### config.mk
export PLATFORM = sky130hd
export DESIGN_NAME = log_level_tag_counter
export DESIGN_NICKNAME = d
export VERILOG_FILES = /design/src/design/llt_pkg.sv /design/src/design/llt_front.sv /design/src/design/llt_queue.sv /design/src/design/llt_back.sv /design/src/design/log_level_tag_counter.sv
export SDC_FILE = /design/constraint.sdc
export NUM_CORES = 1
export LEC_CHECK = 0
export CORE_ASPECT_RATIO = 1.25
export CORE_MARGIN = 3
export CORE_UTILIZATION = 43
export DETAILED_ROUTE_END_ITERATION = 6
export DONT_BUFFER_PORTS = 1
export PLACE_DENSITY = 0.69
export SLEW_MARGIN = 40
export SYNTH_ARGS = -nofsm -noshare
export SYNTH_HDL_FRONTEND = slang
export SYNTH_SLANG_ARGS = --single-unit
### constraint.sdc
create_clock -name i_clk -period 14.2 [get_ports i_clk]
set_input_delay 0.71 -clock i_clk [delete_from_list [all_inputs] [get_ports i_clk]]
set_output_delay 0.71 -clock i_clk [all_outputs]
set_load 0.01 [all_outputs]
### src/design/llt_pkg.sv
// llt_pkg: shared types, constants and the level word table for the
// log level tag counter. No dependencies.
`default_nettype none
package llt_pkg;

    localparam int C_COUNT_WIDTH = 32;
    localparam int C_NUM_LEVELS  = 8;
    localparam int C_QUEUE_DEPTH = 4;

    localparam logic [2:0] C_LEVEL_UNKNOWN = 3'd5;
    localparam logic [7:0] C_BAR           = 8'h7C;

    typedef struct packed {
        logic       op;
        logic [7:0] char_in;
    } t_in_item;

    typedef struct packed {
        logic [2:0]  level;
        logic [31:0] level_count;
    } t_out_item;

    // words left-justified, padded with spaces
    localparam logic [63:0] C_WORD [C_NUM_LEVELS] = '{
        "CRITICAL", "WARNING ", "INFO    ", "DEBUG   ",
        "ERROR   ", "UNKNOWN ", "TRACE   ", "FATAL   "
    };
    localparam logic [3:0] C_LEN [C_NUM_LEVELS] = '{
        4'd8, 4'd7, 4'd4, 4'd5, 4'd5, 4'd7, 4'd5, 4'd5
    };

    function automatic logic [7:0] word_char(input logic [2:0] m, input logic [2:0] k);
        logic [63:0] w;
        w = C_WORD[m];
        return w[8*(7 - int'(k)) +: 8];
    endfunction

    function automatic logic is_ws(input logic [7:0] c);
        return (c == 8'h20) || ((c >= 8'h09) && (c <= 8'h0D));
    endfunction

    function automatic logic [7:0] fold_upper(input logic [7:0] c);
        if ((c >= 8'h61) && (c <= 8'h7A)) begin
            return c - 8'd32;
        end
        return c;
    endfunction

endpackage
`default_nettype wire

### src/design/llt_front.sv
// llt_front: eight tag matchers stepped in parallel per byte; at end of
// line picks the level and pushes it to the queue. Uses llt_pkg.
`default_nettype none
module llt_front (
    input  wire logic              i_clk,
    input  wire logic              i_rst_n,
    input  wire logic              i_accept,
    input  wire llt_pkg::t_in_item i_item,
    output logic                   o_push,
    output logic [2:0]             o_push_level
);
    import llt_pkg::*;

    logic [3:0]              r_prog [C_NUM_LEVELS];
    logic [3:0]              n_prog [C_NUM_LEVELS];
    logic [C_NUM_LEVELS-1:0] r_matched;
    logic [C_NUM_LEVELS-1:0] n_matched;
    logic [2:0]              w_level;

    always_comb begin
        w_level = C_LEVEL_UNKNOWN;
        for (int i = C_NUM_LEVELS - 1; i >= 0; i--) begin
            if (r_matched[i]) begin
                w_level = 3'(i);
            end
        end
    end

    for (genvar m = 0; m < C_NUM_LEVELS; m++) begin : g_match
        logic [3:0] w_done;
        logic [3:0] w_pm1;
        logic [7:0] w_want;
        logic [7:0] w_c;

        assign w_done = C_LEN[m] + 4'd1;
        assign w_pm1  = r_prog[m] - 4'd1;
        assign w_want = word_char(3'(m), w_pm1[2:0]);
        assign w_c    = i_item.char_in;

        always_comb begin
            n_prog[m] = r_prog[m];
            n_matched[m] = r_matched[m];
            if (i_accept) begin
                if (i_item.op) begin
                    n_prog[m] = 4'd0;
                    n_matched[m] = 1'b0;
                end else if (w_c == C_BAR) begin
                    if (r_prog[m] == w_done) begin
                        n_matched[m] = 1'b1;
                    end
                    n_prog[m] = 4'd1;
                end else if (r_prog[m] == 4'd0) begin
                    n_prog[m] = 4'd0;
                end else if (((r_prog[m] == 4'd1) || (r_prog[m] == w_done)) && is_ws(w_c)) begin
                    n_prog[m] = r_prog[m];
                end else if ((r_prog[m] < w_done) && (fold_upper(w_c) == w_want)) begin
                    n_prog[m] = r_prog[m] + 4'd1;
                end else begin
                    n_prog[m] = 4'd0;
                end
            end
        end

        always_ff @(posedge i_clk) begin
            if (!i_rst_n) begin
                r_prog[m] <= 4'd0;
            end else begin
                r_prog[m] <= n_prog[m];
            end
        end
    end

    always_ff @(posedge i_clk) begin
        if (!i_rst_n) begin
            r_matched <= '0;
        end else begin
            r_matched <= n_matched;
        end
    end

    assign o_push       = i_accept && i_item.op;
    assign o_push_level = w_level;

endmodule
`default_nettype wire

### src/design/llt_queue.sv
// llt_queue: short level queue between the matchers and the counters.
// Uses llt_pkg for its depth.
`default_nettype none
module llt_queue (
    input  wire logic       i_clk,
    input  wire logic       i_rst_n,
    input  wire logic       i_push,
    input  wire logic [2:0] i_level,
    input  wire logic       i_pop,
    output logic [2:0]      o_level,
    output logic            o_empty,
    output logic            o_full
);
    import llt_pkg::*;

    localparam int PTR_W = $clog2(C_QUEUE_DEPTH);

    logic [2:0]       r_mem [C_QUEUE_DEPTH];
    logic [PTR_W-1:0] r_wr;
    logic [PTR_W-1:0] r_rd;
    logic [PTR_W:0]   r_cnt;

    assign o_empty = (r_cnt == '0);
    assign o_full  = (r_cnt == (PTR_W+1)'(C_QUEUE_DEPTH));
    assign o_level = r_mem[r_rd];

    always_ff @(posedge i_clk) begin
        if (i_push) begin
            r_mem[r_wr] <= i_level;
        end
    end

    always_ff @(posedge i_clk) begin
        if (!i_rst_n) begin
            r_wr  <= '0;
            r_rd  <= '0;
            r_cnt <= '0;
        end else begin
            if (i_push) begin
                r_wr <= r_wr + 1'b1;
            end
            if (i_pop) begin
                r_rd <= r_rd + 1'b1;
            end
            if (i_push && !i_pop) begin
                r_cnt <= r_cnt + 1'b1;
            end else if (i_pop && !i_push) begin
                r_cnt <= r_cnt - 1'b1;
            end
        end
    end

endmodule
`default_nettype wire

### src/design/llt_back.sv
// llt_back: per-level saturating counters and the output register.
// Uses llt_pkg.
`default_nettype none
module llt_back #(
    parameter int COUNT_WIDTH = llt_pkg::C_COUNT_WIDTH
) (
    input  wire logic        i_clk,
    input  wire logic        i_rst_n,
    input  wire logic        i_empty,
    input  wire logic [2:0]  i_level,
    output logic             o_pop,
    input  wire logic        i_out_stall,
    output logic             o_out_valid,
    output llt_pkg::t_out_item o_out_item
);
    import llt_pkg::*;

    localparam int EXT_W = (COUNT_WIDTH > 32) ? COUNT_WIDTH : 32;

    logic [COUNT_WIDTH-1:0] r_cnt [C_NUM_LEVELS];
    logic [COUNT_WIDTH-1:0] w_cur;
    logic [COUNT_WIDTH-1:0] w_next;
    logic [EXT_W-1:0]       w_ext;
    logic                   r_out_valid;
    t_out_item              r_out_item;

    assign o_pop  = !i_empty && (!r_out_valid || !i_out_stall);
    assign w_cur  = r_cnt[i_level];
    assign w_next = (&w_cur) ? w_cur : w_cur + 1'b1;
    assign w_ext  = EXT_W'(w_next);

    always_ff @(posedge i_clk) begin
        if (!i_rst_n) begin
            r_out_valid <= 1'b0;
            for (int i = 0; i < C_NUM_LEVELS; i++) begin
                r_cnt[i] <= '0;
            end
        end else begin
            if (o_pop) begin
                r_cnt[i_level] <= w_next;
                r_out_valid    <= 1'b1;
            end else if (!i_out_stall) begin
                r_out_valid <= 1'b0;
            end
        end
    end

    always_ff @(posedge i_clk) begin
        if (o_pop) begin
            r_out_item.level       <= i_level;
            r_out_item.level_count <= w_ext[31:0];
        end
    end

    assign o_out_valid = r_out_valid;
    assign o_out_item  = r_out_item;

endmodule
`default_nettype wire

### src/design/log_level_tag_counter.sv
// log_level_tag_counter: counts log lines by their bar-delimited level tag.
// One item (byte or end-of-line marker) accepted per cycle while the queue
// has room, a rate set by the matcher bank and counter update; a marker's
// level is queued, then popped into the output register once that is free.
// Synchronous reset clears matchers, queue and counters.
// Depends on llt_pkg, llt_front, llt_queue and llt_back.
`default_nettype none
module log_level_tag_counter #(
    parameter int COUNT_WIDTH = llt_pkg::C_COUNT_WIDTH
) (
    input  wire logic               i_clk,
    input  wire logic               i_rst_n,
    input  wire logic               i_in_valid,
    output logic                    o_in_stall,
    input  wire llt_pkg::t_in_item  i_in_item,
    output logic                    o_out_valid,
    input  wire logic               i_out_stall,
    output llt_pkg::t_out_item      o_out_item
);
    import llt_pkg::*;

    logic       w_accept;
    logic       w_push;
    logic [2:0] w_push_level;
    logic       w_pop;
    logic [2:0] w_head;
    logic       w_empty;
    logic       w_full;

    assign o_in_stall = w_full;
    assign w_accept   = i_in_valid && !w_full;

    llt_front u_front (
        .i_clk        (i_clk),
        .i_rst_n      (i_rst_n),
        .i_accept     (w_accept),
        .i_item       (i_in_item),
        .o_push       (w_push),
        .o_push_level (w_push_level)
    );

    llt_queue u_queue (
        .i_clk   (i_clk),
        .i_rst_n (i_rst_n),
        .i_push  (w_push),
        .i_level (w_push_level),
        .i_pop   (w_pop),
        .o_level (w_head),
        .o_empty (w_empty),
        .o_full  (w_full)
    );

    llt_back #(
        .COUNT_WIDTH (COUNT_WIDTH)
    ) u_back (
        .i_clk       (i_clk),
        .i_rst_n     (i_rst_n),
        .i_empty     (w_empty),
        .i_level     (w_head),
        .o_pop       (w_pop),
        .i_out_stall (i_out_stall),
        .o_out_valid (o_out_valid),
        .o_out_item  (o_out_item)
    );

endmodule
`default_nettype wire

## After elaboration in Yosys (flattened, before gate mapping)

Memory sizes are Yosys's and may differ from the RTL's. A register that Yosys moved wholly into a read port is not among the register bits.
Cells that the tools add are included.

| operators by class | value |
|---|---|
| add/sub/neg operators | 30 |
| magnitude comparators | 12 |
| equality and inequality tests | 28 |
| shift-type cells | 8 |
| mux-type cells | 195 |
| bitwise logic cells | 8 |
| reduce and logical (&&, ||, !) cells | 68 |

Operators by type and width:

| operator | number |
|---|---|
| $shiftx A64 B32 Y8 const A | 8 |
| $mux W8 | 49 |
| $mux W4 | 56 |
| $mux W1 | 75 |
| $eq A8 B8 Y1 | 8 |
| $mux W32 | 2 |
| $add A32 B1 Y32 const B | 1 |
| $add A4 B1 Y4 const B | 8 |
| $eq A4 B1 Y1 const B | 8 |
| $logic_not A4 Y1 | 8 |
| $reduce_and A32 Y1 | 1 |
| $reduce_or A32 Y1 | 1 |
| $sub A3 B3 Y4 const A | 8 |
| $sub A3 B1 Y3 const B | 9 |
| $reduce_and A3 Y1 | 8 |
| $logic_and A1 B1 Y1 | 23 |
| $mux W3 | 7 |
| $eq A4 B3 Y1 const B | 5 |
| $lt A4 B3 Y1 const B | 5 |
| $reduce_bool A2 Y1 | 10 |
| $eq A4 B4 Y1 const B | 3 |
| $lt A4 B4 Y1 const B | 3 |
| $mux W2 | 6 |
| $logic_or A1 B1 Y1 | 10 |
| 14 further kinds | 27 |

| storage, ports and cells | value |
|---|---|
| bits in registers | 51 |
| RAM bits | 300 |
| input bits | 13 |
| output and inout port bits | 37 |
| memories kept | 3 |

Memory list:

| name | words | width | rd ports | clocked after Yosys merged registers in | write ports | RTL line | source |
|---|---|---|---|---|---|---|---|
| u_back.r_cnt | 8 | 32 | 1 | 0 | 8 | llt_back.sv:20 | `logic [COUNT_WIDTH-1:0] r_cnt [C_NUM_LEVELS];` |
| u_front.r_prog | 8 | 4 | 8 | 0 | 8 | llt_front.sv:14 | `logic [3:0] r_prog [C_NUM_LEVELS];` |
| u_queue.r_mem | 4 | 3 | 1 | 1 | 1 | llt_queue.sv:18 | `logic [2:0] r_mem [C_QUEUE_DEPTH];` |

## Depth between registers and ports, before layout

| depth | value |
|---|---|
| depth in word-level cells | 24 |
| depth in mapped cells | 19 |

## Cells and area by module

A second synthesis with hierarchy kept.

| second synthesis, totals | value |
|---|---|
| cells, all modules | 1775 |
| area total of the unflattened synthesis | 19961.6 um2 |

By module, submodules not included:

| module | times used | cells each | area an instance (um2) | seq. area each (um2) |
|---|---|---|---|---|
| llt_back | 1 | 1180 | 14931.8 | 8758.4 |
| llt_front | 1 | 536 | 4142.7 | 800.8 |
| llt_queue | 1 | 58 | 873.3 | 540.5 |
| log_level_tag_counter | 1 | 1 | 13.8 | 0.0 |

## Worst setup path before layout

Ideal clock, no wire load.

| timing | value |
|---|---|
| kind | reg-to-reg |
| start | reg (tool-made name) |
| end | mem u_back.r_cnt[0][16] in the netlist's numbering, data pin |
| setup time | 272 ps |
| arrival | 4386 ps |
| path slack | 9542 ps |
| stages on the path, launching flop included | 20 |
| path buffers | 6 |
| clock period less this slack | 4658 ps |
| cells stage by stage | dfxtp_1 > buf_4 > mux2i_1 > mux2_2 > inv_2 > buf_6 > buf_6 > buf_6 > buf_6 > buf_6 > mux2i_1 > a22o_1 > a221oi_1 > ha_1 > inv_1 > nor3_1 > nand3_1 > or4_1 > o21ai_1 > nor2_1 |

RTL lines:

| item | RTL line |
|---|---|
| end: declaration | llt_back.sv:20 |

==> results.py <==
metrics = {
    "worst_hold_path": {
        "hold_path_class": "in2reg",
        "hold_path_end": "u_front.r_prog[0][9]$_SDFFE_PN0P_",
        "min_from": "i_rst_n",
        "min_path_cells": 1,
    },
    "global_routing": {
        "gr-total-overflow": 0,
        "grt_pass1_wl_um": 71670,
        "grt_pass1_vias": 12520,
        "grt_max_degree": 54,
        "grtUsageTotal_pct": 20.42,
        "antenna_found_initial": 0,
    },
    "worst_setup_path": {
        "worstReg2RegEnd": "u_back.r_cnt[5][1]$_SDFFCE_PN0P_",
        "slowest_delay_ps": 660,
        "path_class": "reg2reg",
        "reg2reg_slack_ps": 8150,
        "path_max_fanout": 31,
        "crit_path_frequent_cell": "mux2i_1",
        "reg2regPathDepth": 14,
        "cp.required_ps": 14460,
        "path_buf_inv": 3,
        "cp_data_arrival_time_ps": 6310,
        "path_cells": "mux2i_1 -> mux2_2 -> inv_2 -> buf_4 -> mux2i_1 -> a22o_1 -> a221oi_1 -> ha_1 -> inv_1 -> nor3_1 -> nand3_1 -> nor3_4 -> mux2i_1 -> nor2_1",
        "critPathCaptureType": "register",
        "cp_slowest_cell": "mux2i_1",
        "start_kind": "register",
        "cp_top_family": "simple AND/OR/NAND/NOR gates",
    },
    "floorplan": {
        "die_w_um": 189.2,
        "die-area_um2": 44480,
        "fp.dieH_um": 235.0,
        "coreArea_um2": 41230,
        "rows": 83,
        "initial_core_util_pct": 43.77,
        "io_pins": 50,
    },
    "synthesis": {
        "synth_nets": 1681,
        "ys_types": 76,
        "synth-edff-count": 303,
        "avgSynthCellArea_um2": 11.18,
        "yosysWarnings": 0,
        "synth-main-ff-cell": "edfxtp_1",
        "syn_inst": 1614,
        "yosysSeqAreaShare_pct": 55.97,
        "synth_area_um2": 18050,
        "async_flop_share_pct": 0,
        "synth.ff_latch_count": 353,
    },
    "detailed_routing": {
        "wirelength_um": 46210,
        "vias": 12490,
        "ant_nets": 0,
        "first_iter_violations": 1083,
        "first_pass_iters": 7,
        "wl_per_cell_um": 21.27,
        "drc": 0,
        "viasPerCell": 5.752,
    },
    "clocking": {
        "cts_root_buf": "clkbuf_16",
        "cts_sinks": 353,
        "ctsHoldBuffers": 0,
        "clkTransAtPathRegs_ps": 60,
        "cts_resized": 0,
        "post_cts_buffers": 0,
        "cts_tree": "done",
        "cts_max_level": 2,
        "clock_latency_ps": 550,
        "cts_made_buffers": 38,
        "clock_path_buffers": 3,
    },
    "flow_run": {
        "maxCapViolations": 0,
    },
    "finish": {
        "synthToLayoutAreaGrowth_pct": 10.07,
        "antennaDiodeCount": 0,
        "post-route-util_pct": 48.18,
        "design_area_um2": 19860,
        "final_nets": 1657,
        "final_common_cell": "nor2_1",
        "drive_gt1_share_pct": 8.210,
        "final_cell_mix": "337 x nor2_1, 303 x edfxtp_1, 122 x mux2i_1, 92 x nand2_1, 75 x inv_1",
    },
    "sta": {
        "skew_ps": 30.54,
        "drv_slew": 0,
        "period_minus_slack_ps": 6053,
        "max_slew_margin_pct": 43.27,
        "finalHoldViolCount": 0,
        "holdWs_ps": 302.9,
        "setup_viol": 0,
        "rsz0062_at_grt": "no",
        "setup_tns_ps": 0,
        "period_share_pct": 42.63,
        "tightest_slew_ps": 851.0,
        "finalWorstSetupSlack_ps": 8147,
        "fmax_mhz": 165.2,
    },
    "run_status": {
        "status": "completed",
    },
    "power_and_ir_drop": {
        "power_density_nw_per_um2": 150.1,
        "irDropWorstVdd_v": 0.0001328,
        "leakage_uw": 0.007591,
    },
    "place": {
        "place_hpwl_um": 28200,
        "post-place-ws_ps": 8217,
        "port_buffers": 0,
        "placed_area_um2": 18580,
        "gp_congestion": 0.9128,
    },
}
[how the worst max path moves through the flow]
stage | endpoint | slack, ps | depth (start not counted)
after floorplan | u_back.r_cnt[0][16]$_SDFFCE_PN0P_ | 9540 | 19
after global placement | u_back.r_cnt[4][1]$_SDFFCE_PN0P_ | 8310 | 12
after detailed placement | u_back.o_out_item[16]$_DFFE_PP_ | 8220 | 14
after CTS | u_back.o_out_item[16]$_DFFE_PP_ | 8180 | 14
after global routing | u_back.r_cnt[7][28]$_SDFFCE_PN0P_ | 7660 | 14
final | u_back.r_cnt[5][1]$_SDFFCE_PN0P_ | 8150 | 14
[cell usage after synthesis (all sizes together) (9+ instances only)]
cell type | count | area (µm²)
nor2 | 337 | 1265
edfxtp | 303 | 9099
mux2i | 122 | 1221
nand2 | 100 | 375.4
inv | 77 | 289.0
clkbuf | 56 | 210.2
ha | 53 | 663.1
dfxtp | 50 | 1001
o21ai | 44 | 220.2
xor2 | 32 | 287.8
xnor2 | 30 | 262.8
a21oi | 27 | 135.1
nor2b | 27 | 168.9
buf | 25 | 181.4
mux2 | 22 | 247.7
nor3 | 22 | 121.4
a21boi | 20 | 150.1
nand3 | 20 | 100.1
a22oi | 19 | 142.6
and3 | 16 | 100.1
nor4 | 15 | 93.84
o31ai | 15 | 112.6
and2 | 14 | 87.59
a221oi | 13 | 113.9
nand4 | 12 | 75.07
mux4 | 10 | 225.2
nand2b | 10 | 62.56
o22ai | 10 | 62.56
or3 | 9 | 56.30
[where the power goes]
group | internal, µW | switching, µW
logic | 175 | 432
registers | 1290 | 80.0
clock network | 595 | 412
[cell type report]
type / count / area, µm²
clock buffer: 53 / 1049
inverter: 77 / 289.0
sequential: 353 / 10100
timing repair buffer: 17 / 127.6
clock inverter: 17 / 219.0
tap: 552 / 690.7
multi-input combinational: 1103 / 7388
fill: 3669 / 21370
[routing by layer]
layer	routed length (µm)	GRT usage (%)	up-vias
met5	0	0	-
met4	1611	7.553	0
met3	3112	3.388	117
met2	23880	36.61	478
met1	17600	24.59	6132
li1	-	-	5766
[registers in the layout, summed over array words and instances (netlist names), named ones only]
register and cells:
u_back.r_cnt 256, u_back.o_out_item 35, u_front.r_prog 32, u_queue.r_mem 12, u_front.r_matched 8, u_queue.r_cnt 3, u_queue.r_rd 2, u_queue.r_wr 2
u_back.o_out_valid 1
[cell families after synthesis]
group                    Yosys count  synth area share (%)
adder cells (fa/ha/maj)           55                 3.841
AO/OA/AOI/OAI                    215                 8.438
buffers and inverters            158                 3.772
XOR/XNOR                          62                 3.051
AND/OR/NAND/NOR                  617                 15.54
multiplexers                     154                 9.388
flip-flops                       353                 55.97
[per-stage QoR]
step | std cells | total power (µW)
floorplan | 1614 | 1783
global placement | 2101 | 1976
detailed placement | 2102 | 2000
CTS | 2172 | 3000
global route | 2172 | 3104
finish | 2172 | 2981
Note: power is estimated with default switching activity, not from simulation.
